$ cat config.mk
export PLATFORM = sky130hd
export DESIGN_NAME = prot_addr
export DESIGN_NICKNAME = d
export VERILOG_FILES = /design/src/rtl/prot_pkg.sv /design/src/rtl/prot_addr.sv
export SDC_FILE = /design/constraint.sdc
export NUM_CORES = 1
export LEC_CHECK = 0
export BUFFER_PORTS_ARGS = -buffer_cell sky130_fd_sc_hd__buf_2
export CAP_MARGIN = 20
export CORE_MARGIN = 2
export CORE_UTILIZATION = 48
export CTS_CLUSTER_SIZE = 20
export DETAILED_ROUTE_END_ITERATION = 7
export GPL_TIMING_DRIVEN = 0
export PLACE_DENSITY = 0.75
export SETUP_SLACK_MARGIN = 0.1
export SLEW_MARGIN = 20
export SYNTH_ARGS = -nofsm -noshare
export SYNTH_HDL_FRONTEND = slang
export SYNTH_SLANG_ARGS = --single-unit
$ cat constraint.sdc
create_clock -name clk -period 1.9 [get_ports clk]
set_input_delay 0.285 -clock clk [delete_from_list [all_inputs] [get_ports clk]]
set_output_delay 0.285 -clock clk [all_outputs]
set_load 0.02 [all_outputs]
$ cat src/rtl/prot_pkg.sv
// Shared types and constants for the plane rotation block.
`default_nettype none

package prot_pkg;

    localparam int SIDE_CFG_W   = 9;
    localparam int MODE_CFG_W   = 2;
    localparam int CFG_DATA_W   = 9;
    localparam int CFG_INDEX_W  = 2;
    localparam int PIXEL_PORT_W = 32;

    localparam logic [SIDE_CFG_W-1:0] SIDE_RESET = 9'd256;

    typedef enum logic [CFG_INDEX_W-1:0] {
        REG_PLANE_COLS  = 2'd0,
        REG_PLANE_ROWS  = 2'd1,
        REG_ROTATE_MODE = 2'd2
    } cfg_index_t;

    typedef enum logic [MODE_CFG_W-1:0] {
        ROT_LEFT  = 2'd0,
        ROT_RIGHT = 2'd1,
        ROT_HALF  = 2'd2
    } rot_mode_t;

    localparam logic REQ_STORE = 1'b0;
    localparam logic REQ_PULL  = 1'b1;

    typedef enum logic {
        PH_LOAD  = 1'b0,
        PH_DRAIN = 1'b1
    } phase_t;

    typedef struct packed {
        logic store;
        logic pull;
        logic last;
    } pipe_ctrl_t;

    localparam pipe_ctrl_t PIPE_IDLE = '{store: 1'b0, pull: 1'b0, last: 1'b0};

endpackage

`default_nettype wire

$ cat src/rtl/prot_addr.sv
// Store address stage: row times width plus column for pulls.
`default_nettype none

module prot_addr #(
    parameter int MAX_SIDE   = 256,
    parameter int PIXEL_BITS = 32
) (
    input  wire logic                                     clk,
    input  wire logic                                     rst_n,
    input  wire logic                                     adv,
    input  wire prot_pkg::pipe_ctrl_t                     s1_ctrl,
    input  wire logic [$clog2(MAX_SIDE)-1:0]              s1_src_r,
    input  wire logic [$clog2(MAX_SIDE)-1:0]              s1_src_c,
    input  wire logic [$clog2(MAX_SIDE+1)-1:0]            s1_cols,
    input  wire logic [$clog2(MAX_SIDE*MAX_SIDE)-1:0]     s1_waddr,
    input  wire logic [PIXEL_BITS-1:0]                    s1_data,
    output prot_pkg::pipe_ctrl_t                          s2_ctrl,
    output logic [$clog2(MAX_SIDE*MAX_SIDE)-1:0]          s2_addr,
    output logic [PIXEL_BITS-1:0]                         s2_data
);
    import prot_pkg::*;

    localparam int SW = $clog2(MAX_SIDE);
    localparam int NW = $clog2(MAX_SIDE + 1);
    localparam int AW = $clog2(MAX_SIDE * MAX_SIDE);
    localparam int PW = SW + NW;

    pipe_ctrl_t        s2_ctrl_reg;
    logic [AW-1:0]     s2_addr_reg, s2_addr_next;
    logic [PIXEL_BITS-1:0] s2_data_reg;
    logic [PW-1:0]     raddr_full;

    assign raddr_full   = PW'(s1_src_r) * PW'(s1_cols) + PW'(s1_src_c);
    assign s2_addr_next = s1_ctrl.store ? s1_waddr : raddr_full[AW-1:0];

    always_ff @(posedge clk or negedge rst_n)
    begin
        if (!rst_n)
            s2_ctrl_reg <= PIPE_IDLE;
        else if (adv)
            s2_ctrl_reg <= s1_ctrl;
    end

    always_ff @(posedge clk)
    begin
        if (adv)
        begin
            s2_addr_reg <= s2_addr_next;
            s2_data_reg <= s1_data;
        end
    end

    assign s2_ctrl = s2_ctrl_reg;
    assign s2_addr = s2_addr_reg;
    assign s2_data = s2_data_reg;

endmodule

`default_nettype wire

After elaboration in Yosys (flattened, before gate mapping)
Cells that the tools add are included.
- mux-type cells: 1
- $add $sub $neg: 1
- multiply operators: 1
- operators by type and width (cell ; number):
    $add 16x8->16 ; 1
    $mul 8x9->16 ; 1
    $mux 16 ; 1
- word-level logic and storage cells: 8
- output and inout bits: 51
- input port bits: 79
- register bits: 51

Longest topological paths before layout
Gate-level depths: netlist of run 1.
- depth in word-level cells: 3
- mapped depth: 17
- gate-level depth less buffers: 16

Worst setup path before layout of run 1
Ideal clock, no wire load.
- kind: in2reg
- from: input s1_src_r[1]
- to: register s2_addr_reg[12] (netlist: s2_addr[12]), data pin
- required time: 1639 ps
- buffers on the path: 1
- stages: 14
- data arrival time: 3898 ps
- setup slack: -2259 ps
- library setup time: 261 ps
- cells stage by stage: clkbuf_1 nand2_1 fa_1 inv_1 fa_1 inv_1 fa_1 fa_1 inv_1 ha_1 a21o_1 a21oi_1 a211oi_1 o311a_1
- cells in the longest elaborated chain, start to end: 3
- RTL lines (element ; line ; text):
    start, declared ; prot_addr.sv:12 ; input wire logic [$clog2(MAX_SIDE)-1:0] s1_src_r,
    $mul 8x9->16 ; prot_addr.sv:33 ; assign raddr_full = PW'(s1_src_r) * PW'(s1_cols) + PW'(s1_src_c);
    $add 16x8->16 ; prot_addr.sv:33 ;
    $mux 16 ; prot_addr.sv:34 ; assign s2_addr_next = s1_ctrl.store ? s1_waddr : raddr_full[AW-1:0];
    named net s2_addr_next[12] ; prot_addr.sv:29 ; logic [AW-1:0] s2_addr_reg, s2_addr_next;
    end signal, assigned ; prot_addr.sv:48 ; s2_addr_reg <= s2_addr_next;
    end, declared ; prot_addr.sv:29 ;
The timed path passes the listed nets, and every way through them passes these cells.
A chain may end at the register's enable or synchronous reset.

Worst setup path after layout of run 1
- from: input s1_src_r[6]
- to: register s2_addr_reg[11] (netlist: s2_addr[11]), data pin
Same word-level chain as after synthesis.

==> results.md, run 1 <==
* Synth Net Count at around 550
* Post-Syn Instances at between 300 and 400
* Ys flop type: edfxtp_1
* Die Wd at 99.18 microns
* FFs w/ async S/R, synth at 5.882%
* Wire per inst at roughly 15 microns
* Synth cell types at 50
* Internal Power at 4178 uW
* Row cnt at 34
* PnR Total Power at 6979 uW
* CP cell instances: buf_12 > and2_4 > fa_1 > fa_1 > fa_1 > inv_1 > fa_1 > inv_2 > ha_4 > buf_6 > o211ai_1 > a31oi_4 > buf_12 > buf_6 > nor3_4 > o31ai_2
* Max reg flops at 32
* IO Port Bufs at roughly 130
* Register bit total from synthesis at 51
* Sequential Power Share at 21.6%
* H-tree depth at 2
* Initial antenna violation count at 0
* Worst setup EP type: register
* Worst hold-check path type: primary input to register
* Crit path launch type: primary input
* Core box area at 0.008763 sq mm
* Ports at 130
* Clk_lat worst skew at ~0.30 ns
* Cell mode on critical path: fa_1
* Max IR drop VDD at between 600 and 700 uV
* Hold depth at 1
* Clk sinks at 51
* Worst Tran Pin Value at ~0.63 ns
* Layout cells sized above 1 at a little under half
* Crit-path max cell delay at between 0.5 and 0.6 ns
* Vias per cell at 5.075
* R2R depth at 1
* Clock root buffer master: clkbuf_8
* Final setup fails at 14
* Final Hold Violating Endpoints at 0
* Worst-path clk slew at 0.10 ns
* CTS tree: built
* Layout Skew at 0 ns
* Multi-input gate area at 0.002860 sq mm
* Seq. cell area at 0.001516 sq mm
* Via count at 3304
* Reg-to-reg slack, setup at 1.15 ns
* Global-route usage over all layers at 19.43%
* Status: finished with violations
* Worst hold start: s1_data[23]
* Sw Share at 40.14%
* Initial Util at 49.61%
* Layout Nets at 706
* 1st-pass router iterations at 4
* Warnings, synthesis at 0
* Largest net degree at the start of global routing at 52
* Antenna Cells at 0
* Layout fillers at 658
* First-pass GRT wire length at 15530 microns
* RSZ-0062 raised after global routing: yes
* CP max stage cell: fa_1
* Crit share post-route at 199.1%
* Leak Pwr at 0.002870 uW
* Number of enable flip-flop cells after synthesis at 48
* Critical R2R Launch: s2_ctrl[0]$_DFFE_PN0P_
* Slew margin rel. at 58.28%
* Num CTS Buffers at 5
* Final core occ at between 60% and 70%
* Die area at 0.009836 sq mm
* Comb pwr share at between 60% and 70%
* Maxcap violations at 0
* Crit Path Max Fanout at 7
* Min Tclk post-route at 3.783 ns
* Seq/Total Area, Yosys at a little over a third
* FF-to-FF End: s2_ctrl[0]$_DFFE_PN0P_
* Area growth syn-to-layout at 37.70%
* Grt ovf at 0
* Setup WS post-layout at -1.883 ns
* Post-synthesis cell area at 0.004348 sq mm
* Failing checks: negative setup slack
* GPL Wtd Cong at 0.8126
* PwrDens at 1166 mW/mm^2
* Switching power at 2801 uW
* Clock power share at 10.9%
* Worst Hold Path EP: s2_data[23]$_DFFE_PP_
* Post-route ant nets at 0
* Fmax at 0.2643 GHz
* Worst EP required at 2.02 ns
* Vias in the first global route at ~3500
* Syn avg cell area at 11.23 sq um
* Die H at 99.18 microns
* DR DRC count at 0
* Critical path class: primary input to register
* CTS Buffer Depth at 2
* Final Max Tran Viols at 0
* Initial drt markers at between 100 and 150
* HPWL Detailed at between 7000 and 8000 microns
* Arr. time, crit path at 3.90 ns
* WL final at ~9500 microns
## repair_timing
item                                    4_1_cts  5_1_grt
setup buffers                                12        8
endpoints found under the setup margin       14       14
gates resized for setup                      66       28
endpoints found under the hold margin         3        0
hold buffers                                  1        0
pin swaps                                    37       21
## Yosys cell counts (all sizes together) (2+ instances only)
library cell	n	area share (%)
fa	49	23
nor2b	4	0.69
nand3	2	0.23
a2111oi	2	0.83
a211o	2	0.40
nand2	39	3.4
or2	3	0.49
o21a	2	0.35
nor3	2	0.23
and3	2	0.32
o211ai	2	0.46
edfxtp	48	33
nor2	3	0.26
a21oi	9	1.0
a31oi	2	0.43
xor2	2	0.40
o31ai	3	0.63
ha	36	10
clkbuf	4	0.58
a21o	5	0.86
xnor2	4	0.98
nand2b	3	0.43
a21boi	2	0.35
mux2	7	1.8
dfrtp	3	1.7
and2	46	6.6
o21ai	8	0.92
a221oi	2	0.55
inv	84	7.3
## power groups by stage
stage          logic [uW]  clock network (uW)  registers [uW]
2_1_floorplan        2550                   0            1770
3_3_place_gp         3520                   0            1530
3_5_place_dp         3590                   0            1530
4_1_cts              4220                 773            1510
5_1_grt              5170                 819            1520
6_report             4710                 759            1510
## cell usage in the layout (no fill, tap or decap), types with 4 or more instances in the layout
| master | instances |
|---|---|
| clkbuf_8 | 6 |
| ha_4 | 10 |
| nand2_2 | 10 |
| nand2_1 | 23 |
| mux2_2 | 6 |
| a21oi_1 | 5 |
| o21ai_1 | 5 |
| a21o_1 | 4 |
| and2_4 | 15 |
| and2_1 | 30 |
| inv_1 | 72 |
| ha_1 | 25 |
| buf_12 | 5 |
| fa_2 | 5 |
| buf_4 | 14 |
| edfxtp_1 | 48 |
| fa_1 | 44 |
| buf_2 | 111 |
| inv_2 | 12 |
| buf_6 | 17 |
| nand2_4 | 6 |
## worst max path at each step
stage                     start                    end  slack (ns)  cells after the start
detailed placement   s1_cols[3]  s2_addr[14]$_DFFE_PP_       -2.28                     14
CTS                  s1_cols[8]  s2_addr[14]$_DFFE_PP_       -1.87                     14
global placement     s1_cols[3]  s2_addr[14]$_DFFE_PP_       -2.26                     14
global route        s1_src_r[6]  s2_addr[11]$_DFFE_PP_       -1.99                     16
finish              s1_src_r[6]  s2_addr[11]$_DFFE_PP_       -1.88                     16
floorplan            s1_cols[2]  s2_addr[14]$_DFFE_PP_       -1.90                     13
## through the flow
| stage | std cells | TNS [ns] | cell area, sq um | setup slack (ns) | hold WS, ns |
|---|---|---|---|---|---|
| 2_1_floorplan | 387 | -20.73 | 4586 | -1.895 | -0.01059 |
| 3_3_place_gp | 622 | -24.40 | 5356 | -2.257 | 0.08296 |
| 3_5_place_dp | 622 | -24.78 | 5356 | -2.284 | 0.08663 |
| 4_1_cts | 643 | -19.24 | 5778 | -1.871 | 0.1457 |
| 5_1_grt | 651 | -21.00 | 5987 | -1.987 | 0.1365 |
| 6_report | 651 | -19.75 | 5987 | -1.883 | 0.1531 |
## worst max-delay path, delay by kind of cell
kind            cells  cell delay [ns]
compound gates      3             0.55
fa+ha+maj           5             2.32
buf+inv             6             0.56
simple gates        2             0.19
## layer usage
layer	vias to the layer above	part of all wire, %	GRT usage, %
li1	1558	-	-
met1	1662	39	23.56
met2	76	56	36.80
met3	8	4.3	3.022
met4	0	1.0	3.477
met5	-	0	0
## layout make-up
type	count	share of cell area [%]
Tap cell	108	2.257
Sequential cell	51	25.33
Clock buffer	5	1.149
Timing Repair Buffer	148	16.20
Buffer	5	1.254
Inverter	84	5.266
Multi-Input combinational cell	247	47.77
Clock inverter	3	0.7732
## cells by family after synthesis
kind of cell    share of synthesized area (%)
fa+ha+maj                               32.92
mux                                     1.813
flops                                   34.88
buf+inv                                 8.000
xor+xnor                                1.900
simple gates                            13.07
compound gates                          7.425
Note: power is estimated with default switching activity, not from simulation.
==> run 2: changes to the inputs <==
--- a/config.mk
+++ b/config.mk
@@ -8,11 +8,11 @@
 export BUFFER_PORTS_ARGS = -buffer_cell sky130_fd_sc_hd__buf_2
 export CAP_MARGIN = 20
 export CORE_MARGIN = 2
-export CORE_UTILIZATION = 48
+export CORE_UTILIZATION = 45
 export CTS_CLUSTER_SIZE = 20
 export DETAILED_ROUTE_END_ITERATION = 7
 export GPL_TIMING_DRIVEN = 0
-export PLACE_DENSITY = 0.75
+export PLACE_DENSITY = 0.71
 export SETUP_SLACK_MARGIN = 0.1
 export SLEW_MARGIN = 20
 export SYNTH_ARGS = -nofsm -noshare
==> constraint.sdc (replaced) <==
create_clock -name clk -period 4.64 [get_ports clk]
set_input_delay 0.696 -clock clk [delete_from_list [all_inputs] [get_ports clk]]
set_output_delay 0.696 -clock clk [all_outputs]
set_load 0.02 [all_outputs]
==> run 2 against run 1 <==
- the flow now finishes without violations
- cell area shrank 11%
- global-route usage fell by 1.7 points
- first-iteration DRC count is 4.4% higher
- sequential power is 59% lower
- largest cell class unchanged
==> results.md, run 2 (synthesis gave the netlist of run 1 again) <==
* RSZ-0062 raised after global routing: no
* Initial Util at a little under half
* Worst setup EP type: register
* Core box area at 0.009328 sq mm
* H-tree depth at 2
* Num CTS Buffers at 5
* Slew margin rel. at 58.05%
* Clock root buffer master: clkbuf_8
* Wire per inst at ~14 microns
* Clk_lat worst skew at 0.30 ns
* CP max stage cell: fa_1
* Clk sinks at 51
* Critical path class: primary input to register
* Worst-path clk slew at 0.09 ns
* Grt ovf at 0
* Leading cell types in the layout, fill and taps excluded: 125 x buf_2, 84 x inv_1, 49 x fa_1
* Row cnt at 35
* Vias per cell at 4.917
* Die Wd at 102.3 microns
* Commonest non-fill, non-tap cell in the layout: buf_2
* R2R depth at 1
* GPL Wtd Cong at 0.8356
* Layout Skew at 0 ns
* CTS Buffer Depth at 2
* IO Port Bufs at 127
* Vias in the first global route at 3294
* Worst EP required at 4.70 ns
* Crit path launch type: primary input
* Layout cells sized above 1 at between 30% and 40%
* Crit share post-route at 94.54%
* Maxcap violations at 0
* Initial antenna violation count at 0
* Max IR drop VDD at between 200 and 250 uV
* Worst Tran Pin Value at 0.6293 ns
* Placed insts at 643
* Crit-path max cell delay at 0.55 ns
* Arr. time, crit path at 4.44 ns
* Layout fillers at ~840
* Final Hold Violating Endpoints at 0
* Final Max Tran Viols at 0
* Cts hold-fix bufs at 0
* Final setup fails at 0
* Min Tclk post-route at approximately 4.4 ns
* Area growth syn-to-layout at 22.68%
* Largest net degree at the start of global routing at 52
* Post-route ant nets at 0
* Area after DPL at 0.005146 sq mm
* CP cell instances: buf_2 > nand2_1 > fa_1 > fa_1 > inv_1 > fa_1 > inv_1 > fa_1 > inv_1 > ha_2 > nand4_1 > a211oi_2 > o21ai_0 > o311a_1
* 1st-pass router iterations at 4
* DR DRC count at 0
* Layout Nets at 686
* Fmax at 0.2280 GHz
* HPWL Detailed at 7366 microns
* Initial drt markers at roughly 140
* Worst hold-check path type: primary input to async pin
* Die area at roughly 0.010 sq mm
* Die H at between 100 and 150 microns
* Final instance area at 0.005334 sq mm
* First-pass GRT wire length at 14610 microns
* Antenna Cells at 0
* Leak Pwr at 0.002630 uW
* PwrDens at about 420 mW/mm^2
* Cell mode on critical path: fa_1
* Non-Filler Instances at about 650
* Status: finished, final reports clean
* WL final at 9117 microns
* Global-route usage over all layers at 17.75%
* Crit Path Max Fanout at 8
* CTS tree: built
* Via count at 3206
* Max reg flops at 32
* Ports at 130
## run 2: cell types whose count changed in the layout (fill, tap and decap cells not counted), moves of 8 or more
cell     delta
inv_2      -12
buf_6      -17
nand2_1    +14
and2_4     -15
buf_4      -11
nand2_2     -8
inv_1      +12
and2_1     +15
buf_2      +14
## run 2: worst max-delay path: cells and delay by family
family	cells	cell delay [ns]
compound gates	3	0.59
fa+ha+maj	5	2.50
buf+inv	4	0.31
simple gates	2	0.35
## run 2: final cells by class
class	count	area [sq um]	area share [%]
flip-flops and latches	51	1516	28.43
well taps	129	161.4	3.026
inverters	84	315.3	5.911
clock buffers	5	68.82	1.290
repair buffers	128	648.1	12.15
plain buffers	5	35.03	0.6568
multi-input cells	247	2560	47.99
clock inverters	3	28.78	0.5395
## run 2: timing repair
| item | 4_1_cts | 5_1_grt |
|---|---|---|
| pin swaps | 0 | 2 |
| buffers inserted | 0 | 1 |
| gates cloned | 0 | 0 |
| setup endpoints to repair | 4 | 6 |
| hold endpoints to repair | 0 | 0 |
| gates resized for setup | 2 | 13 |
## run 2: power breakdown
group	switching [uW]	total, uW	leakage [uW]	internal, uW
sequential	16.7	617	0.000505	601
clock	152	264	0.0000502	112
combinational	785	1380	0.00207	592
total	953	2260	0.00263	1300
## run 2: path summary, 6_finish.rpt
path,from,endpoint,slack [ns]
max in group asynchronous,rst_n,s2_ctrl[0]$_DFFE_PN0P_,4.35
min reg2reg,s2_ctrl[0]$_DFFE_PN0P_,s2_ctrl[0]$_DFFE_PN0P_,0.51
min,rst_n,s2_ctrl[2]$_DFFE_PN0P_,0.18
max,s1_cols[2],s2_addr[12]$_DFFE_PP_,0.25
min in group clk,s2_ctrl[0]$_DFFE_PN0P_,s2_ctrl[0]$_DFFE_PN0P_,0.51
max reg2reg,s2_ctrl[1]$_DFFE_PN0P_,s2_ctrl[1]$_DFFE_PN0P_,3.88
## run 2: per-layer routing
layer / vias to the layer above / wire [microns] / track usage, %
met5: - / 0 / 0
met4: 0 / 133 / 4.410
met3: 12 / 471 / 2.736
met2: 98 / 4927 / 32.95
met1: 1583 / 3585 / 21.57
li1: 1513 / - / -
## run 2: through the flow
stage,setup slack [ns],TNS (ns),hold slack [ns],util (%),power [uW]
after global routing,0.08907,0,0.1560,57.18,2484
final,0.2535,0,0.1759,57.18,2257
after detailed placement,-0.3444,-1.753,0.4912,55.17,1855
after floorplan,0.1058,0,0.4004,-,1547
after CTS,0.1202,0,0.1588,56.24,2131
after global placement,-0.3526,-1.534,0.4883,55.17,1830
==> run 3: changes to the inputs <==
--- a/config.mk
+++ b/config.mk
@@ -9,6 +9,7 @@
 export CAP_MARGIN = 20
 export CORE_MARGIN = 2
 export CORE_UTILIZATION = 45
+export CTS_BUF_LIST = sky130_fd_sc_hd__clkbuf_16
 export CTS_CLUSTER_SIZE = 20
 export DETAILED_ROUTE_END_ITERATION = 7
 export GPL_TIMING_DRIVEN = 0
==> run 3 against run 2 <==
- power increased by 5.1%
- first-iteration DRC count decreased by 31%
- count of clock-buffer cells in the layout unchanged
- die area unchanged
- maximum frequency decreased by 0.27%
- sequential share of layout area decreased by 0.34 points
==> results.md, run 3 (synthesis gave the netlist of run 1 again) <==
* Largest net degree at the start of global routing at 52
* Leading cell types in the layout, fill and taps excluded: 125 x buf_2, 84 x inv_1, 49 x fa_1
* Crit share post-route at approximately 95%
* Core box area at 0.009328 sq mm
* IO Port Bufs at around 130
* Grt ovf at 0
* Layout Skew at 0 ns
* Die Wd at 102.3 microns
* Cell mode on critical path: fa_1
* Crit-path max cell delay at 0.55 ns
* Clk_lat worst skew at roughly 0.28 ns
* Arr. time, crit path at 4.43 ns
* Maxcap violations at 0
* Worst path depth at 14
* Worst-path clk slew at 0.07 ns
* H-tree depth at 2
* Initial drt markers at 98
* Clock root buffer master: clkbuf_16
* Non-Filler Instances at 652
* Vias in the first global route at 3311
* GPL Wtd Cong at about 0.84
* Initial antenna violation count at 0
* Wire per inst at between 10 and 15 microns
* Worst EP required at 4.67 ns
* Max reg flops at 32
* Final setup fails at 0
* Ports at 130
* Area after DPL at 0.005146 sq mm
* Final Max Tran Viols at 0
* Layout Nets at 686
* Initial Util at 46.61%
* First-pass GRT wire length at around 15000 microns
* Fmax at about 0.23 GHz
* Final instance area at 0.005398 sq mm
* RSZ-0062 raised after global routing: yes
* Reg-to-reg slack, setup at about 3.9 ns
* FF-to-FF End: s2_ctrl[1]$_DFFE_PN0P_
* PwrDens at 439.4 mW/mm^2
* Slew margin rel. at between 50% and 60%
* Row cnt at 35
* WL final at 9124 microns
* Die area at 0.01046 sq mm
* R2R depth at 1
* Global-route usage over all layers at 17.85%
* Worst Tran Pin Value at 0.6351 ns
* Die H at 102.3 microns
* Vias per cell at 4.880
* HPWL Detailed at 7366 microns
* CP delay by family, top: adder cells
* Max IR drop VDD at about 220 uV
* Layout fillers at 840
* Worst hold-check path type: primary input to async pin
* Area growth syn-to-layout at 24.14%
* CTS tree: built
* Layout cells sized above 1 at about a third
* Post-route ant nets at 0
* Crit Path Max Fanout at 8
* Min Tclk post-route at around 4.4 ns
* Placed insts at 643
* Via count at 3182
* CP max stage cell: fa_1
* Commonest non-fill, non-tap cell in the layout: buf_2
* 1st-pass router iterations at 4
* Crit path launch type: primary input
* Critical R2R Launch: s2_ctrl[1]$_DFFE_PN0P_
* Antenna Cells at 0
* CP cell instances: buf_2 > nand2_1 > fa_1 > fa_1 > inv_1 > fa_1 > inv_1 > fa_1 > inv_1 > ha_2 > nand4_1 > a211oi_2 > o21ai_0 > o311a_1
* Final Hold Violating Endpoints at 0
* Leak Pwr at 0.002657 uW
* DR DRC count at 0
* Setup WS post-layout at around 0.24 ns
* Clk sinks at 51
* Critical path class: primary input to register
* Setup TNS at 0 ns
* CP bufs+invs at 4
* Num CTS Buffers at 5
* DP Worst Slack at -0.3444 ns
* Status: finished, final reports clean
* CTS Buffer Depth at 2
* Final core occ at 57.87%
* Worst setup EP type: register
run 3: cell types whose count changed in the layout (fill, tap and decap cells not counted):
cell	delta
clkbuf_16	+5
clkbuf_8	-5
a21oi_2	-1
a21oi_4	+1
run 3: final cells by class:
cell class	instances	area (sq um)	share of cell area [%]
clock inverter	3	28.78	0.5331
clock buffer	5	125.1	2.318
sequential	51	1516	28.09
timing repair buffer	128	648.1	12.01
inverter	84	315.3	5.841
buffer	5	35.03	0.6490
tap	129	161.4	2.990
multi-input combinational	247	2567	47.57
run 3: how the worst max path moves through the flow:
stage                            from                     to  slack, ns
after floorplan           s1_src_r[0]  s2_addr[12]$_DFFE_PP_       0.11
after global placement    s1_src_r[0]  s2_addr[13]$_DFFE_PP_      -0.35
after detailed placement  s1_src_r[0]  s2_addr[12]$_DFFE_PP_      -0.34
after CTS                 s1_src_r[1]  s2_addr[12]$_DFFE_PP_       0.13
after global routing      s1_src_r[1]  s2_addr[13]$_DFFE_PP_       0.06
final                      s1_cols[2]  s2_addr[12]$_DFFE_PP_       0.24
run 3: routing by layer:
metal  share of wire, %  GRT usage [%]
met5                  0              0
met4                1.4          5.026
met3                4.7          2.736
met2                 54          33.00
met1                 40          21.57
run 3: stage by stage:
step | power [uW] | hold slack, ns
after floorplan | 1547 | 0.4004
after global placement | 1830 | 0.4883
after detailed placement | 1855 | 0.4912
after CTS | 2245 | 0.1859
after global routing | 2602 | 0.1860
final | 2372 | 0.1974
run 3: power by group:
part	leakage (uW)	total [uW]	internal [uW]	switching, uW
registers	0.000505	619	601	17.2
logic	0.00208	1380	596	787
clock network	0.0000759	370	205	164
run 3: what timing repair did:
item                       4_1_cts  5_1_grt
setup endpoints to repair        5        6
pin swaps                        0        3
gates resized for setup          3       13
setup buffers                    0        1
hold buffers                     0        0
