--- config.mk ---
export PLATFORM = sky130hd
export DESIGN_NAME = prot_seq
export DESIGN_NICKNAME = d
export VERILOG_FILES = /design/src/rtl/prot_pkg.sv /design/src/rtl/prot_seq.sv
export SDC_FILE = /design/constraint.sdc
export NUM_CORES = 1
export LEC_CHECK = 0
export BUFFER_PORTS_ARGS = -buffer_cell sky130_fd_sc_hd__buf_2
export CAP_MARGIN = 20
export CORE_ASPECT_RATIO = 0.9
export CORE_MARGIN = 2
export CORE_UTILIZATION = 55
export DETAILED_ROUTE_END_ITERATION = 10
export GPL_ROUTABILITY_DRIVEN = 0
export PLACE_DENSITY_LB_ADDON = 0.15
export SYNTH_ARGS = -nofsm -noshare
export SYNTH_HDL_FRONTEND = slang
export SYNTH_SLANG_ARGS = --single-unit
--- constraint.sdc ---
create_clock -name clk -period 9.85 [get_ports clk]
set_input_delay 1.97 -clock clk [delete_from_list [all_inputs] [get_ports clk]]
set_output_delay 1.97 -clock clk [all_outputs]
set_load 0.03 [all_outputs]
--- src/rtl/prot_pkg.sv ---
// Shared types and constants for the plane rotation block.
`default_nettype none

package prot_pkg;

    localparam int SIDE_CFG_W   = 9;
    localparam int MODE_CFG_W   = 2;
    localparam int CFG_DATA_W   = 9;
    localparam int CFG_INDEX_W  = 2;
    localparam int PIXEL_PORT_W = 32;

    localparam logic [SIDE_CFG_W-1:0] SIDE_RESET = 9'd256;

    typedef enum logic [CFG_INDEX_W-1:0] {
        REG_PLANE_COLS  = 2'd0,
        REG_PLANE_ROWS  = 2'd1,
        REG_ROTATE_MODE = 2'd2
    } cfg_index_t;

    typedef enum logic [MODE_CFG_W-1:0] {
        ROT_LEFT  = 2'd0,
        ROT_RIGHT = 2'd1,
        ROT_HALF  = 2'd2
    } rot_mode_t;

    localparam logic REQ_STORE = 1'b0;
    localparam logic REQ_PULL  = 1'b1;

    typedef enum logic {
        PH_LOAD  = 1'b0,
        PH_DRAIN = 1'b1
    } phase_t;

    typedef struct packed {
        logic store;
        logic pull;
        logic last;
    } pipe_ctrl_t;

    localparam pipe_ctrl_t PIPE_IDLE = '{store: 1'b0, pull: 1'b0, last: 1'b0};

endpackage

`default_nettype wire

--- src/rtl/prot_seq.sv ---
// Configuration registers, load/drain sequencer and source coordinate stage.
`default_nettype none

module prot_seq #(
    parameter int MAX_SIDE   = 256,
    parameter int PIXEL_BITS = 32
) (
    input  wire logic                                     clk,
    input  wire logic                                     rst_n,
    input  wire logic                                     adv,
    input  wire logic                                     in_valid,
    input  wire logic                                     req_type,
    input  wire logic [prot_pkg::PIXEL_PORT_W-1:0]        pixel_in,
    input  wire logic                                     wr_en,
    input  wire logic [prot_pkg::CFG_INDEX_W-1:0]         wr_index,
    input  wire logic [prot_pkg::CFG_DATA_W-1:0]          wr_data,
    output prot_pkg::pipe_ctrl_t                          s1_ctrl,
    output logic [$clog2(MAX_SIDE)-1:0]                   s1_src_r,
    output logic [$clog2(MAX_SIDE)-1:0]                   s1_src_c,
    output logic [$clog2(MAX_SIDE+1)-1:0]                 s1_cols,
    output logic [$clog2(MAX_SIDE*MAX_SIDE)-1:0]          s1_waddr,
    output logic [PIXEL_BITS-1:0]                         s1_data
);
    import prot_pkg::*;

    localparam int SW    = $clog2(MAX_SIDE);
    localparam int NW    = $clog2(MAX_SIDE + 1);
    localparam int DEPTH = MAX_SIDE * MAX_SIDE;
    localparam int AW    = $clog2(DEPTH);
    localparam int LW    = AW + 1;
    localparam int TW    = 2 * NW;
    localparam int CW    = (LW > TW) ? LW : TW;
    localparam int XW    = (NW > SIDE_CFG_W) ? NW : SIDE_CFG_W;

    logic [SIDE_CFG_W-1:0] cols_cfg_reg;
    logic [SIDE_CFG_W-1:0] rows_cfg_reg;
    logic [MODE_CFG_W-1:0] mode_reg;

    phase_t        phase_reg, phase_next;
    logic [LW-1:0] load_count_reg, load_count_next;
    logic [SW-1:0] out_row_reg, out_row_next;
    logic [SW-1:0] out_col_reg, out_col_next;

    pipe_ctrl_t    s1_ctrl_reg, s1_ctrl_next;
    logic [SW-1:0] s1_src_r_reg, s1_src_r_next;
    logic [SW-1:0] s1_src_c_reg, s1_src_c_next;
    logic [NW-1:0] s1_cols_reg;
    logic [AW-1:0] s1_waddr_reg;
    logic [PIXEL_BITS-1:0] s1_data_reg;

    logic [XW-1:0] cols_x, rows_x;
    logic [NW-1:0] cols_w, rows_w;
    logic [NW-1:0] cols_m1, rows_m1;
    logic [NW-1:0] ow, oh;
    logic [NW-1:0] col_inc, row_inc;
    logic [NW-1:0] src_r_full, src_c_full;
    logic [TW-1:0] total;
    logic [LW-1:0] load_inc;
    logic          load_done;
    logic          col_wrap, row_wrap, last;
    logic          accept, is_store, is_pull;

    // configuration
    always_ff @(posedge clk or negedge rst_n)
    begin
        if (!rst_n)
        begin
            cols_cfg_reg <= SIDE_RESET;
            rows_cfg_reg <= SIDE_RESET;
            mode_reg     <= ROT_LEFT;
        end
        else if (wr_en)
        begin
            unique case (wr_index)
                REG_PLANE_COLS:  cols_cfg_reg <= wr_data;
                REG_PLANE_ROWS:  rows_cfg_reg <= wr_data;
                REG_ROTATE_MODE: mode_reg     <= wr_data[MODE_CFG_W-1:0];
                default:         ;
            endcase
        end
    end

    // clamp sides to 1..MAX_SIDE
    always_comb
    begin
        cols_x = XW'(cols_cfg_reg);
        rows_x = XW'(rows_cfg_reg);
        if (cols_x == '0)
            cols_w = NW'(1);
        else if (cols_x > XW'(MAX_SIDE))
            cols_w = NW'(MAX_SIDE);
        else
            cols_w = cols_x[NW-1:0];
        if (rows_x == '0)
            rows_w = NW'(1);
        else if (rows_x > XW'(MAX_SIDE))
            rows_w = NW'(MAX_SIDE);
        else
            rows_w = rows_x[NW-1:0];
    end

    assign cols_m1   = cols_w - NW'(1);
    assign rows_m1   = rows_w - NW'(1);
    assign total     = TW'(cols_w) * TW'(rows_w);
    assign load_inc  = load_count_reg + LW'(1);
    assign load_done = CW'(load_inc) >= CW'(total);

    always_comb
    begin
        unique case (mode_reg)
            ROT_LEFT:
            begin
                ow         = rows_w;
                oh         = cols_w;
                src_r_full = NW'(out_col_reg);
                src_c_full = cols_m1 - NW'(out_row_reg);
            end
            ROT_RIGHT:
            begin
                ow         = rows_w;
                oh         = cols_w;
                src_r_full = rows_m1 - NW'(out_col_reg);
                src_c_full = NW'(out_row_reg);
            end
            default:
            begin
                ow         = cols_w;
                oh         = rows_w;
                src_r_full = rows_m1 - NW'(out_row_reg);
                src_c_full = cols_m1 - NW'(out_col_reg);
            end
        endcase
    end

    assign col_inc  = NW'(out_col_reg) + NW'(1);
    assign row_inc  = NW'(out_row_reg) + NW'(1);
    assign col_wrap = col_inc >= ow;
    assign row_wrap = row_inc >= oh;
    assign last     = col_wrap && row_wrap;

    assign accept   = in_valid && adv;
    assign is_store = accept && (phase_reg == PH_LOAD) && (req_type == REQ_STORE);
    assign is_pull  = accept && (phase_reg == PH_DRAIN) && (req_type == REQ_PULL);

    // next state
    always_comb
    begin
        phase_next      = phase_reg;
        load_count_next = load_count_reg;
        out_row_next    = out_row_reg;
        out_col_next    = out_col_reg;
        unique case (phase_reg)
            PH_LOAD:
            begin
                if (is_store)
                begin
                    load_count_next = load_inc;
                    if (load_done)
                    begin
                        phase_next   = PH_DRAIN;
                        out_row_next = '0;
                        out_col_next = '0;
                    end
                end
            end
            PH_DRAIN:
            begin
                if (is_pull)
                begin
                    if (col_wrap)
                    begin
                        out_col_next = '0;
                        out_row_next = row_wrap ? '0 : row_inc[SW-1:0];
                    end
                    else
                    begin
                        out_col_next = col_inc[SW-1:0];
                    end
                    if (last)
                    begin
                        phase_next      = PH_LOAD;
                        load_count_next = '0;
                    end
                end
            end
        endcase
    end

    // stage outputs
    always_comb
    begin
        s1_ctrl_next.store = is_store;
        s1_ctrl_next.pull  = is_pull;
        s1_ctrl_next.last  = is_pull && last;
        s1_src_r_next      = src_r_full[SW-1:0];
        s1_src_c_next      = src_c_full[SW-1:0];
    end

    always_ff @(posedge clk or negedge rst_n)
    begin
        if (!rst_n)
        begin
            phase_reg      <= PH_LOAD;
            load_count_reg <= '0;
            out_row_reg    <= '0;
            out_col_reg    <= '0;
            s1_ctrl_reg    <= PIPE_IDLE;
        end
        else
        begin
            phase_reg      <= phase_next;
            load_count_reg <= load_count_next;
            out_row_reg    <= out_row_next;
            out_col_reg    <= out_col_next;
            if (adv)
                s1_ctrl_reg <= s1_ctrl_next;
        end
    end

    always_ff @(posedge clk)
    begin
        if (adv)
        begin
            s1_src_r_reg <= s1_src_r_next;
            s1_src_c_reg <= s1_src_c_next;
            s1_cols_reg  <= cols_w;
            s1_waddr_reg <= load_count_reg[AW-1:0];
            s1_data_reg  <= pixel_in[PIXEL_BITS-1:0];
        end
    end

    assign s1_ctrl  = s1_ctrl_reg;
    assign s1_src_r = s1_src_r_reg;
    assign s1_src_c = s1_src_c_reg;
    assign s1_cols  = s1_cols_reg;
    assign s1_waddr = s1_waddr_reg;
    assign s1_data  = s1_data_reg;

    a_last_reloads: assert property (@(posedge clk) disable iff (!rst_n)
        is_pull && last |=> phase_reg == PH_LOAD && load_count_reg == '0)
        else $error("plane end did not return to loading");

    a_load_bound: assert property (@(posedge clk) disable iff (!rst_n)
        phase_reg == PH_LOAD |-> load_count_reg <= LW'(DEPTH))
        else $error("load count beyond store depth");

    a_load_origin: assert property (@(posedge clk) disable iff (!rst_n)
        phase_reg == PH_LOAD |-> out_row_reg == '0 && out_col_reg == '0)
        else $error("output position not at origin while loading");

    a_stage_kind: assert property (@(posedge clk) disable iff (!rst_n)
        $onehot0({s1_ctrl_reg.store, s1_ctrl_reg.pull})
        && (s1_ctrl_reg.last -> s1_ctrl_reg.pull))
        else $error("stage carries both store and pull");

endmodule

`default_nettype wire

---- Word-level counts from Yosys, hierarchy flattened ----
Index checks and enable logic that the tools add are counted.
word-level totals
  bits in registers ....................... 130
  latch bits .............................. 0
  memory bits (writable) .................. 0
  ROM bits ................................ 0
  input bits .............................. 49
  output and inout port bits .............. 76
  word-level logic and storage cells ...... 84
  memories kept ........................... 0
operators by class
  add/subtract/negate cells ............... 9
  $mul .................................... 1
  div/mod/pow operators ................... 0
  magnitude comparators ................... 5
  eq/ne operators ......................... 8
  shift operators ......................... 0
  mux-type cells .......................... 26
  bitwise operators ....................... 2
  reductions and logical operators ........ 18
operator list
  operator                 count
  $pmux W8 S2              4
  $mux W8                  7
  $mux W9                  6
  $mux W17                 3
  $pmux W17 S2             1
  $sub A8 B8 Y8            4
  $add A8 B1 Y9 const B    2
  $ge A17 B18 Y1           1
  $ge A9 B9 Y1             2
  $gt A9 B9 Y1 const B     2
  $logic_not A9 Y1         2
  $mul A9 B9 Y18           1
  $add A17 B1 Y17 const B  1
  $sub A8 B1 Y8 const B    2
  $logic_and A1 B1 Y1      7
  $ne A2 B1 Y1 const B     3
  $reduce_and A2 Y1        3
  $reduce_and A3 Y1        2
  $eq A2 B1 Y1 const B     2
  $logic_not A2 Y1         2
  $mux W1                  4
  $ne A2 B2 Y1 const B     2
  $reduce_and A4 Y1        1
  $eq A2 B2 Y1 const B     1
  other kinds (3)          4

---- Longest topological paths before layout ----
Gate-level depths: netlist (run 1).
  word-level depth ........................ 9
  gate-level depth with buffers ........... 30
  mapped depth without buffers ............ 28

---- Worst setup path before layout (run 1) ----
Ideal clock, no wire load.
  kind .................................... reg2reg
  from .................................... register cols_cfg_reg[8]
  to ...................................... register out_row_reg[1]
  setup time .............................. 0.122 ns
  data arrival time ....................... 6.285 ns
  required time ........................... 9.728 ns
  setup slack ............................. 3.444 ns
  cell stages (with the launch flop) ...... 28
  buffers on the path ..................... 3
  period minus slack after synthesis ...... 6.406 ns
  cells stage by stage .................... dfstp_2 > buf_4 > inv_1 > buf_2 > nand2_1 > inv_1 > and2_1 > fa_1 > fa_1 > fa_1 > inv_1 > fa_1 > inv_1 > ha_1 > or2_2 > o311a_1 > and4_1 > nor2_1 > o21ai_0 > xnor2_1 > ha_1 > nand3_1 > nor4_2 > o41a_2 > o21ai_2 > or2_1 > buf_6 > a32o_1
between the ends
  word-level cells in the longest chain between the ends .. 9
  elaborated cells between the ends (all ways) .. 17
  those cells by class .................... mul: 1; order compare: 4; eq/ne: 2; mux: 8; reduce/logical: 2
RTL lines
  what                                                                    RTL line         RTL
  start, declared                                                         prot_seq.sv:35   logic [SIDE_CFG_W-1:0] cols_cfg_reg;
  start signal, assigned                                                  prot_seq.sv:75   REG_PLANE_COLS: cols_cfg_reg <= wr_data;
  $gt A9 B9 Y1                                                            prot_seq.sv:90   else if (cols_x > XW'(MAX_SIDE))
  $mux W9                                                                 prot_seq.sv:90
  $mux W9 (*)                                                             prot_seq.sv:88   if (cols_x == '0)
  via cols_w[1]                                                           prot_seq.sv:52   logic [NW-1:0] cols_w, rows_w;
  parallel branches: the longest is 6 deep, another holds $mul A9 B9 Y18  -
  end signal, assigned                                                    prot_seq.sv:213  out_row_reg <= out_row_next;
  end, declared                                                           prot_seq.sv:41   logic [SW-1:0] out_row_reg, out_row_next;
Mark *: on every way through the listed nets, which the timed path passes. The select of a mux whose other input is x is not followed.
A chain may end at the register's enable or synchronous reset.

---- Final worst setup path (run 1) ----
  from .................................... register rows_cfg_reg[4]
  to ...................................... register out_row_reg[3]
between the ends
  word-level cells in the longest chain between the ends .. 9
  elaborated cells between the ends (all ways) .. 17
  those cells by class .................... mul: 1; order compare: 4; eq/ne: 2; mux: 8; reduce/logical: 2
RTL lines
  what                                                                    RTL line        RTL
  start, declared                                                         prot_seq.sv:36  logic [SIDE_CFG_W-1:0] rows_cfg_reg;
  start signal, assigned                                                  prot_seq.sv:76  REG_PLANE_ROWS: rows_cfg_reg <= wr_data;
  $gt A9 B9 Y1                                                            prot_seq.sv:96  else if (rows_x > XW'(MAX_SIDE))
  $mux W9                                                                 prot_seq.sv:96
  $mux W9 (*)                                                             prot_seq.sv:94  if (rows_x == '0)
  parallel branches: the longest is 6 deep, another holds $mul A9 B9 Y18  -
Mark *: on every way between the ends. The select of a mux whose other input is x is not followed.

==> run metrics, run 1 <==
critical path's most frequent cell fa_1; VDD IR max about 0.14 mV; Post-synth EDFFs 73; async set-or-reset flop fraction in the synthesized netlist 0.4385; Startpoint Class register; Synth top area share 0.2241; CP required ~10,000 ps; pwr/cell area ~240 nW/µm²; CTS Buf Count 17; die height between 100 and 150 µm; die width ~140 µm; vias 7,477; Core Region 17,500 µm²; CP top delay family simple AND/OR/NAND/NOR gates; slowest CP cell nor2_1; post_cts resized 0; peak fanout along the critical path 11; MaxCap Viol Count 0; max_slew headroom 0.3748; Syn Nets 1,195; design area 11,220 µm²; Final min period between 7000 and 8000 ps; Warnings, synthesis 0; Final #Nets around 1,300; RSZ-0062 raised after global routing no; Max Clock Freq roughly 140 MHz; crit path buf inv count 3; final hold vios 0; Clock Latency Late Sink approximately 430 ps; wire length of the first global-routing pass 34,590 µm; final setup violation count 0; crit path kind register to register; area leader, netlist edfxtp_1; Distinct cells, synth 58; HPWL after DPL roughly 17,000 µm; clk sinks 130; DR WL/cell around 16 µm; H-tree lvl count 4; Clk pin slew, worst setup/hold paths roughly 60 ps; share of layout cells above drive strength 1 0.1851; Synth top cells by count nor2_1 (102), inv_1 (98), nand2_1 (94); ys flop type edfxtp_1; total grt overflow 0; Die Area 18,870 µm²; number of remaining DRC errors 0; Tot GR Track Use 0.2393; Worst setup EP type register; initial DRC count 566; Post-DRT Antenna Nets 0; most common cell in the synthesized netlist nor2_1; Hold Buf Count CTS 0; Bufs on Longest Clock Path 2; FP Rows 46; Ports 125; post-DR vias/cell approximately 5.5; vias in the first global route 6,809; cells taking the most area after synthesis edfxtp_1 (22%), dfrtp_1 (14%), ha_1 (12%); worst-case clock skew 17.45 ps; status completed; Setup WS post-layout between 2000 and 3000 ps; Setup Total Neg Slack 0 ps; initial core utilization 0.5591; antenna violations before repair 0; Synth Register Bits 130; Detailed Route WL approximately 22,000 µm; Avg Inst Size Synth between 9 and 10 µm²; # port buffers roughly 120; largest net degree at the start of global routing roughly 60; Critical Path AT approximately 7400 ps; CP max stage delay about 700 ps; max reg flops 32; Worst-Margin Slew 930.6 ps; post-synthesis cell area between 9000 and 10,000 µm²; DRT Pass-1 Iters 5; Area after DPL roughly 11,000 µm²; sequential fraction of the synthesis area 0.3701; clk root buf clkbuf_16; Synth-to-Final Area Change 14.73%; Final Max Tran Viols 0; # diodes 0; Hold WS between 500 and 600 ps; period utilization 0.7242; dpl ws 2766 ps; leak pwr between 5 and 6 nW; Syn Inst Count between 1,000 and 1,500; Post-CTS Setup Bufs 0; CTS tree done; worst min-delay path class register to register
-- logic make-up after synthesis --
family	count (synthesis)	synth area share
compound gates	154	0.09413
mux	40	0.04412
flops	130	0.3701
buf+inv	140	0.05525
xor+xnor	57	0.05103
simple gates	337	0.1613
fa+ha+maj	144	0.2241
-- path summary, 6_finish.rpt --
path	slack, ps	start	to	cells past startpoint
min in group asynchronous	1690	rst_n	out_row_reg[5]	2
worst min register to register	500	load_count_reg[16]	load_count_reg[16]	1
max in group asynchronous	7660	rst_n	load_count_reg[16]	2
worst max-delay path	2720	rows_cfg_reg[4]	out_row_reg[3]	26
worst min-delay path	500	load_count_reg[16]	load_count_reg[16]	1
worst max register to register	2720	rows_cfg_reg[4]	out_row_reg[3]	26
-- area by class of cell --
class | count | area (µm²)
timing repair buffer | 130 | 668.1
clock buffer | 17 | 425.4
tap | 240 | 300.3
inverter | 105 | 394.1
clock inverter | 15 | 187.7
fill | 1494 | 6272
sequential | 130 | 3621
multi-input combinational | 732 | 5628
-- metrics by stage --
stage	cells	utilization	power [mW]
after floorplan	1002	-	1.749
after global placement	1337	0.6065	2.029
after detailed placement	1337	0.6065	2.053
after CTS	1369	0.6415	2.723
after global routing	1369	0.6415	2.926
final	1369	0.6415	2.706
-- where the power goes --
group / switching, mW / total, mW / internal [mW]
registers: 0.0806 / 0.775 / 0.694
clock network: 0.272 / 0.658 / 0.386
logic: 0.775 / 1.27 / 0.499
total: 1.13 / 2.71 / 1.58
-- placed cells by master, fill, tap and decap left out, drive strengths merged, types with 6 or more instances in the layout --
| cell type | synthesis | routed |
|---|---|---|
| nor2b | 18 | 18 |
| inv | 99 | 109 |
| nand3 | 32 | 32 |
| and2 | 9 | 9 |
| mux2i | 15 | 15 |
| ha | 92 | 92 |
| clkbuf | 27 | 17 |
| nand2 | 97 | 97 |
| fa | 52 | 52 |
| dfrtp | 55 | 55 |
| nor2 | 102 | 102 |
| xnor2 | 34 | 34 |
| nand2b | 17 | 17 |
| and3 | 9 | 9 |
| xor2 | 23 | 23 |
| or2 | 13 | 13 |
| buf | 8 | 130 |
| nand4 | 6 | 6 |
| mux2 | 25 | 25 |
| a32o | 9 | 9 |
| o21ai | 55 | 55 |
| a21o | 9 | 9 |
| clkinv | 6 | 9 |
| edfxtp | 73 | 73 |
| nor3 | 15 | 15 |
| a21oi | 55 | 55 |
| or3 | 7 | 7 |
-- worst register-to-register path: stages (launching register included) --
cell and delay [ps]:
dfrtp_1 400, nor4_1 360, a21oi_1 110, nor2_1 700, nand2_1 160, fa_1 520
inv_1 50, fa_1 490, inv_1 50, fa_1 460, fa_1 550, inv_1 40
ha_1 330, o21ai_0 90, o21bai_1 100, or3_1 340, and4_1 230, nor2_1 150
o21ai_0 130, xnor2_1 150, ha_1 290, nand3_1 110, nor4_2 260, o41a_2 190
o21ai_2 90, or2_1 370, a32o_1 300
-- routing by layer --
layer  vias up  GRT usage  routed length, µm
li1       3639          -                  -
met1      3555     0.3424              10080
met2       257     0.3705               9901
met3        26    0.05649               1465
met4         0    0.06339                274
met5         -          0                  0
Power figures use the tool's default switching activity.
==> run 2, diff against run 1 <==
ABC_AREA = 1   (was default)
CORE_UTILIZATION = 54   (was 55)
clock period = 5.8 ns   (was 9.85 ns; I/O delays follow)
==> run 2 against run 1 <==
  * The run now ends with negative setup slack left
  * Global-route usage rose by 1.4 points
  * Sequential cell count did not move
  * Clock skew fell by 10 ps
  * Clock power rose by 64%
  * Final area rose by 13%
  * Wire length rose by 13%
  * Combinational power rose by 80%
  * Die area rose by 4.5%
  * Non-clock buffer count rose by 104
  * Critical path type unchanged
  * Largest power group unchanged
==> run metrics, run 2 <==
Syn Nets 1,377 (was 1,195); Setup Total Neg Slack -1205 ps (was 0 ps); ys flop type edfxtp_1 (unchanged); Die Area 19,710 µm² (was 18,870 µm²); clk sinks 130 (unchanged); final setup violation count 16 (was 0); Final Max Tran Viols 0 (unchanged); Critical Path AT 6290 ps (was 7440 ps); max_slew headroom 0.4310 (was 0.3748); vias 8,603 (was 7,477); Max Clock Freq 168.8 MHz (was 140.2 MHz); final hold vios 0 (unchanged); Ports 125 (unchanged); CTS Buf Count 17 (unchanged); Synth top area share 0.2182 (was 0.2241); share of layout cells above drive strength 1 0.2804 (was 0.1851); CP top delay family adder cells (was simple AND/OR/NAND/NOR gates); MaxCap Viol Count 0 (unchanged); async set-or-reset flop fraction in the synthesized netlist 0.4385 (unchanged); Worst-Margin Slew 850.4 ps (was 930.6 ps); max reg flops 32 (unchanged); most common cell after layout, fill and taps aside nand2_1 (was buf_2); r2r setup slk -120 ps (was 2720 ps); area leader, netlist edfxtp_1 (unchanged); number of remaining DRC errors 0 (unchanged); post-synthesis cell area 10,050 µm² (was 9783 µm²); crit path kind register to register (unchanged); utilization after layout 0.6937 (was 0.6415); H-tree lvl count 4 (unchanged); Avg Inst Size Synth 8.486 µm² (was 9.764 µm²); sequential fraction of the synthesis area 0.3604 (was 0.3701); Synth-to-Final Area Change 26.28% (was 14.73%); Detailed Route WL 24,460 µm (was 21,720 µm); HPWL after DPL 18,660 µm (was 16,610 µm); crit path buf inv count 9 (was 3); status finished, violations left (was completed); worst-case clock skew 7.348 ps (was 17.45 ps); DR WL/cell 14.60 µm (was 15.87 µm); wire length of the first global-routing pass 39,400 µm (was 34,590 µm); die height 133.4 µm (was 130.5 µm); peak fanout along the critical path 8 (was 11); VDD IR max 0.1944 mV (was 0.1372 mV); initial DRC count 540 (was 566); Final #Nets 1,610 (was 1,309); Distinct cells, synth 46 (was 58); Startpoint Class register (unchanged); failing checks negative setup slack; Setup WS post-layout -123.5 ps (was 2717 ps); total grt overflow 0 (unchanged); Synth Register Bits 130 (unchanged); Clock Latency Late Sink 430 ps (about the same); Warnings, synthesis 0 (unchanged); Core Region 18,290 µm² (was 17,500 µm²); # diodes 0 (unchanged); leak pwr 6.519 nW (was 5.382 nW); period utilization 1.021 (was 0.7242); fin cells 1,675 (was 1,369); Final min period 5924 ps (was 7133 ps); Clk pin slew, worst setup/hold paths 60 ps (about the same); Worst setup EP type register (unchanged); Bufs on Longest Clock Path 2 (unchanged); post-DR vias/cell 5.136 (was 5.462); DRT Pass-1 Iters 6 (was 5); CP max stage delay 530 ps (was 700 ps); FP Rows 47 (was 46); antenna violations before repair 0 (unchanged); Cells after DPL 1,624 (was 1,337); largest net degree at the start of global routing 58 (was 59); die width 147.8 µm (was 144.6 µm); # port buffers 124 (unchanged); Post-DRT Antenna Nets 0 (unchanged); RSZ-0062 raised after global routing yes (was no); CTS tree done (unchanged); Synth top cells by count nand2_1 (278), inv_1 (193), nor2_1 (97) (was nor2_1 (102), inv_1 (98), nand2_1 (94)); vias in the first global route 8,189 (was 6,809); worst min-delay path class register to register (unchanged); dpl ws -300.8 ps (was 2766 ps); Post-synth EDFFs 73 (unchanged); most common cell in the synthesized netlist nand2_1 (was nor2_1); pwr/cell area 361.7 nW/µm² (was 241.1 nW/µm²); most frequent cells in the layout nand2_1 (253), inv_1 (176), buf_2 (123) (was buf_2 (123), nor2_1 (102), inv_1 (98)); slowest CP cell fa_1 (was nor2_1); Syn Inst Count 1,184 (was 1,002); CP required 6160 ps (was 10,160 ps); initial core utilization 0.5494 (was 0.5591); clk root buf clkbuf_16 (unchanged); Tot GR Track Use 0.2534 (was 0.2393); cells taking the most area after synthesis edfxtp_1 (22%), dfrtp_1 (14%), ha_1 (11%) (was edfxtp_1 (22%), dfrtp_1 (14%), ha_1 (12%))
==> run 2: area by class of cell <==
| type | instances | area (µm²) |
|---|---|---|
| sequential | 130 | 3621 |
| inverter | 211 | 802.0 |
| fill | 1419 | 5602 |
| clock buffer | 17 | 425.4 |
| tap | 245 | 306.5 |
| multi-input combinational | 823 | 5883 |
| timing repair buffer | 234 | 1479 |
| clock inverter | 15 | 170.2 |
==> run 2: through the flow <==
stage	power, mW	cell area [µm²]	hold WS (ps)
3_5_place_dp	3.279	11580	484.5
4_1_cts	4.468	12380	503.7
5_1_grt	4.942	12690	533.3
6_report	4.589	12690	513.4
2_1_floorplan	2.620	10050	453.0
3_3_place_gp	3.239	11580	471.9
==> run 2: repair_timing <==
item | CTS | global route
resized for setup | 39 | 65
buffers inserted | 9 | 9
endpoints found under the setup margin | 17 | 17
pin swaps | 37 | 41
hold buffers | 0 | 0
gates cloned | 1 | 0
==> run 2: cell families (layout without fill, tap and decap cells) <==
family / count (synthesis) / after routing / synth area share
buffers and inverters: 232 / 477 / 0.08804
AOI/OAI and AO/OA: 148 / 148 / 0.07808
DFF: 130 / 130 / 0.3604
xor gates and xnor gates: 52 / 52 / 0.04757
adders and majority gates: 144 / 144 / 0.2182
and+or+nand+nor: 478 / 479 / 0.2077
==> run 2: final timing paths <==
path | cells after the start | from | to
max | 35 | cols_cfg_reg[0] | out_col_reg[5]
min | 2 | s1_ctrl[2] | s1_ctrl[2]
max reg2reg | 35 | cols_cfg_reg[0] | out_col_reg[5]
min reg2reg | 2 | s1_ctrl[2] | s1_ctrl[2]
max in group asynchronous | 2 | rst_n | load_count_reg[9]
min in group asynchronous | 2 | rst_n | out_col_reg[6]
==> run 2: per-layer routing <==
metal / track usage / wire length (µm) / vias to the layer above
li1: - / - / 4237
met1: 0.3473 / 10910 / 4024
met2: 0.4059 / 11340 / 296
met3: 0.05377 / 1630 / 46
met4: 0.08066 / 578 / 0
met5: 0 / 0 / -
==> run 2: worst register-to-register path: cells and delay by family, from the launching register on <==
kind / cells / cell delay, ps
AO/OA/AOI/OAI: 3 / 410
AND/OR/NAND/NOR: 17 / 1820
buffers and inverters: 9 / 640
adder cells (fa/ha/maj): 6 / 2660
flip-flops: 1 / 370
==> run 2: report_power, final <==
group,switching [mW],internal (mW),leakage [nW],total [mW]
registers,0.0783,1.14,1.49,1.22
logic,1.38,0.908,4.74,2.29
clock network,0.471,0.611,0.290,1.08
total,1.93,2.66,6.52,4.59
==> run 3, diff against run 2 <==
CORE_UTILIZATION = 55   (was 54)
RECOVER_POWER = 25   (was default)
clock period = 7.27 ns   (was 5.8 ns; I/O delays follow)
==> run 3 against run 2 <==
  * The run ends with max-capacitance violations, max-slew violations left
  * Register-to-register slack improved by 680 ps
  * Critical path type unchanged
  * Count of clock-buffer cells in the layout did not move
  * First-iteration DRC count fell by 7.0%
  * Wire length fell by 5.5%
  * Critical endpoint is now out_col_reg[3]
  * Global-route usage fell by 0.47 points
==> run metrics, run 3 (synthesis gave the netlist of run 2 again) <==
status finished, violations left (unchanged); failing checks max-capacitance violations, max-slew violations (was negative setup slack); number of remaining DRC errors 0 (unchanged); max reg flops 32 (unchanged); HPWL after DPL 17,800 µm (was 18,660 µm); CTS tree done (unchanged); period utilization 0.9236 (was 1.021); leak pwr 5.988 nW (was 6.519 nW); Synth-to-Final Area Change 15.12% (was 26.28%); Clock Latency Late Sink 440 ps (was 430 ps); peak fanout along the critical path 12 (was 8); Tot GR Track Use 0.2487 (was 0.2534); most common cell after layout, fill and taps aside nand2_1 (unchanged); final hold vios 0 (unchanged); slowest CP cell fa_1 (unchanged); worst min-delay path class register to register (unchanged); die width 146.5 µm (was 147.8 µm); Worst setup EP type register (unchanged); Final min period 6714 ps (was 5924 ps); Final Max Tran Viols 58 (was 0); Core Region 17,780 µm² (was 18,290 µm²); Clk pin slew, worst setup/hold paths 70 ps (was 60 ps); max_slew headroom -1.138 (was 0.4310); Final #Nets 1,509 (was 1,610); Setup WS post-layout 555.6 ps (was -123.5 ps); Post-DRT Antenna Nets 0 (unchanged); Startpoint Class register (unchanged); Hold WS 496.6 ps (was 513.4 ps); DRT Pass-1 Iters 5 (was 6); RSZ-0062 raised after global routing no (was yes); initial DRC count 502 (was 540); Post-CTS Setup Bufs 0 (was 9); largest net degree at the start of global routing 73 (was 58); VDD IR max 0.1650 mV (was 0.1944 mV); worst-case clock skew 10.11 ps (was 7.348 ps); CP required 7650 ps (was 6160 ps); die height 132.2 µm (was 133.4 µm); DR WL/cell 14.73 µm (was 14.60 µm); clk root buf clkbuf_16 (unchanged); Setup Total Neg Slack 0 ps (was -1205 ps); Critical Path AT 7090 ps (was 6290 ps); Ports 125 (unchanged); wire length of the first global-routing pass 38,030 µm (was 39,400 µm); share of layout cells above drive strength 1 0.1670 (was 0.2804); Die Area 19,370 µm² (was 19,710 µm²); dpl ws 519.7 ps (was -300.8 ps); critical path's most frequent cell nand2_1; total grt overflow 0 (unchanged); initial core utilization 0.5649 (was 0.5494); H-tree lvl count 4 (unchanged); crit path kind register to register (unchanged); Max Clock Freq 148.9 MHz (was 168.8 MHz); CTS Buf Count 17 (unchanged); vias in the first global route 7,639 (was 8,189); pwr/cell area 291.9 nW/µm² (was 361.7 nW/µm²); FP Rows 46 (was 47); # diodes 0 (unchanged); PnR Total Power 3.376 mW (was 4.589 mW); Bufs on Longest Clock Path 2 (unchanged); vias 8,137 (was 8,603); Detailed Route WL 23,120 µm (was 24,460 µm); antenna violations before repair 0 (unchanged); # port buffers 124 (unchanged); final setup violation count 0 (was 16); clk sinks 130 (unchanged); CP top delay family adder cells (unchanged); CP max stage delay 550 ps (was 530 ps); post-DR vias/cell 5.186 (was 5.136); most frequent cells in the layout nand2_1 (277), inv_1 (193), buf_2 (123) (was nand2_1 (253), inv_1 (176), buf_2 (123)); MaxCap Viol Count 1 (was 0); Worst-Margin Slew 3207 ps (was 850.4 ps); crit path buf inv count 5 (was 9)
-- run 3: cell types whose count changed in the layout (fill, tap and decap cells not counted), sizes merged --
cell and delta:
buf -102, bufinv +1, clkbuf +2, clkinv -4
inv +3, nand2 -1
-- run 3: worst register-to-register path: cells and delay by family, from the launching register on --
family	cells	cell delay (ps)
xor+xnor	1	170
simple gates	17	2150
compound gates	4	670
fa+ha+maj	6	2770
buf+inv	5	490
flops	1	420
-- run 3: power by group --
part / leakage (nW) / internal [mW] / switching, mW
combinational: 4.20 / 0.509 / 0.990
clock: 0.300 / 0.522 / 0.371
sequential: 1.49 / 0.912 / 0.0712
-- run 3: per-stage QoR --
step,instance area [µm²],utilization,std cells
floorplan,10050,-,1184
global placement,10950,0.6157,1536
detailed placement,10950,0.6157,1536
CTS,11560,0.6501,1568
global route,11570,0.6503,1569
finish,11570,0.6503,1569
-- run 3: cell type report --
class / instances / area (µm²)
Clock buffer: 17 / 425.4
Clock inverter: 15 / 186.4
Fill cell: 1502 / 6218
Inverter: 211 / 792.0
Multi-Input combinational cell: 822 / 5543
Sequential cell: 130 / 3621
Tap cell: 240 / 300.3
Timing Repair Buffer: 134 / 698.2
-- run 3: what timing repair did --
action | in CTS | in global routing
setup endpoints to repair | 0 | 16
hold buffers | 0 | 0
gates resized for setup | 0 | 2
-- run 3: path summary, 6_finish.rpt --
kind | from | endpoint | slack, ps | depth (start not counted)
max in group asynchronous | rst_n | load_count_reg[9] | 3260 | 2
max reg2reg | cols_cfg_reg[4] | out_col_reg[3] | 560 | 33
max | cols_cfg_reg[4] | out_col_reg[3] | 560 | 33
min in group asynchronous | rst_n | rows_cfg_reg[6] | 2170 | 2
min reg2reg | cols_cfg_reg[2] | cols_cfg_reg[2] | 500 | 2
min | cols_cfg_reg[2] | cols_cfg_reg[2] | 500 | 2
-- run 3: layer usage --
layer / vias up / track usage / part of all wire
li1: 4036 / - / -
met1: 3760 / 0.3406 / 0.45
met2: 299 / 0.3912 / 0.45
met3: 42 / 0.05917 / 0.071
met4: 0 / 0.08576 / 0.024
met5: - / 0 / 0
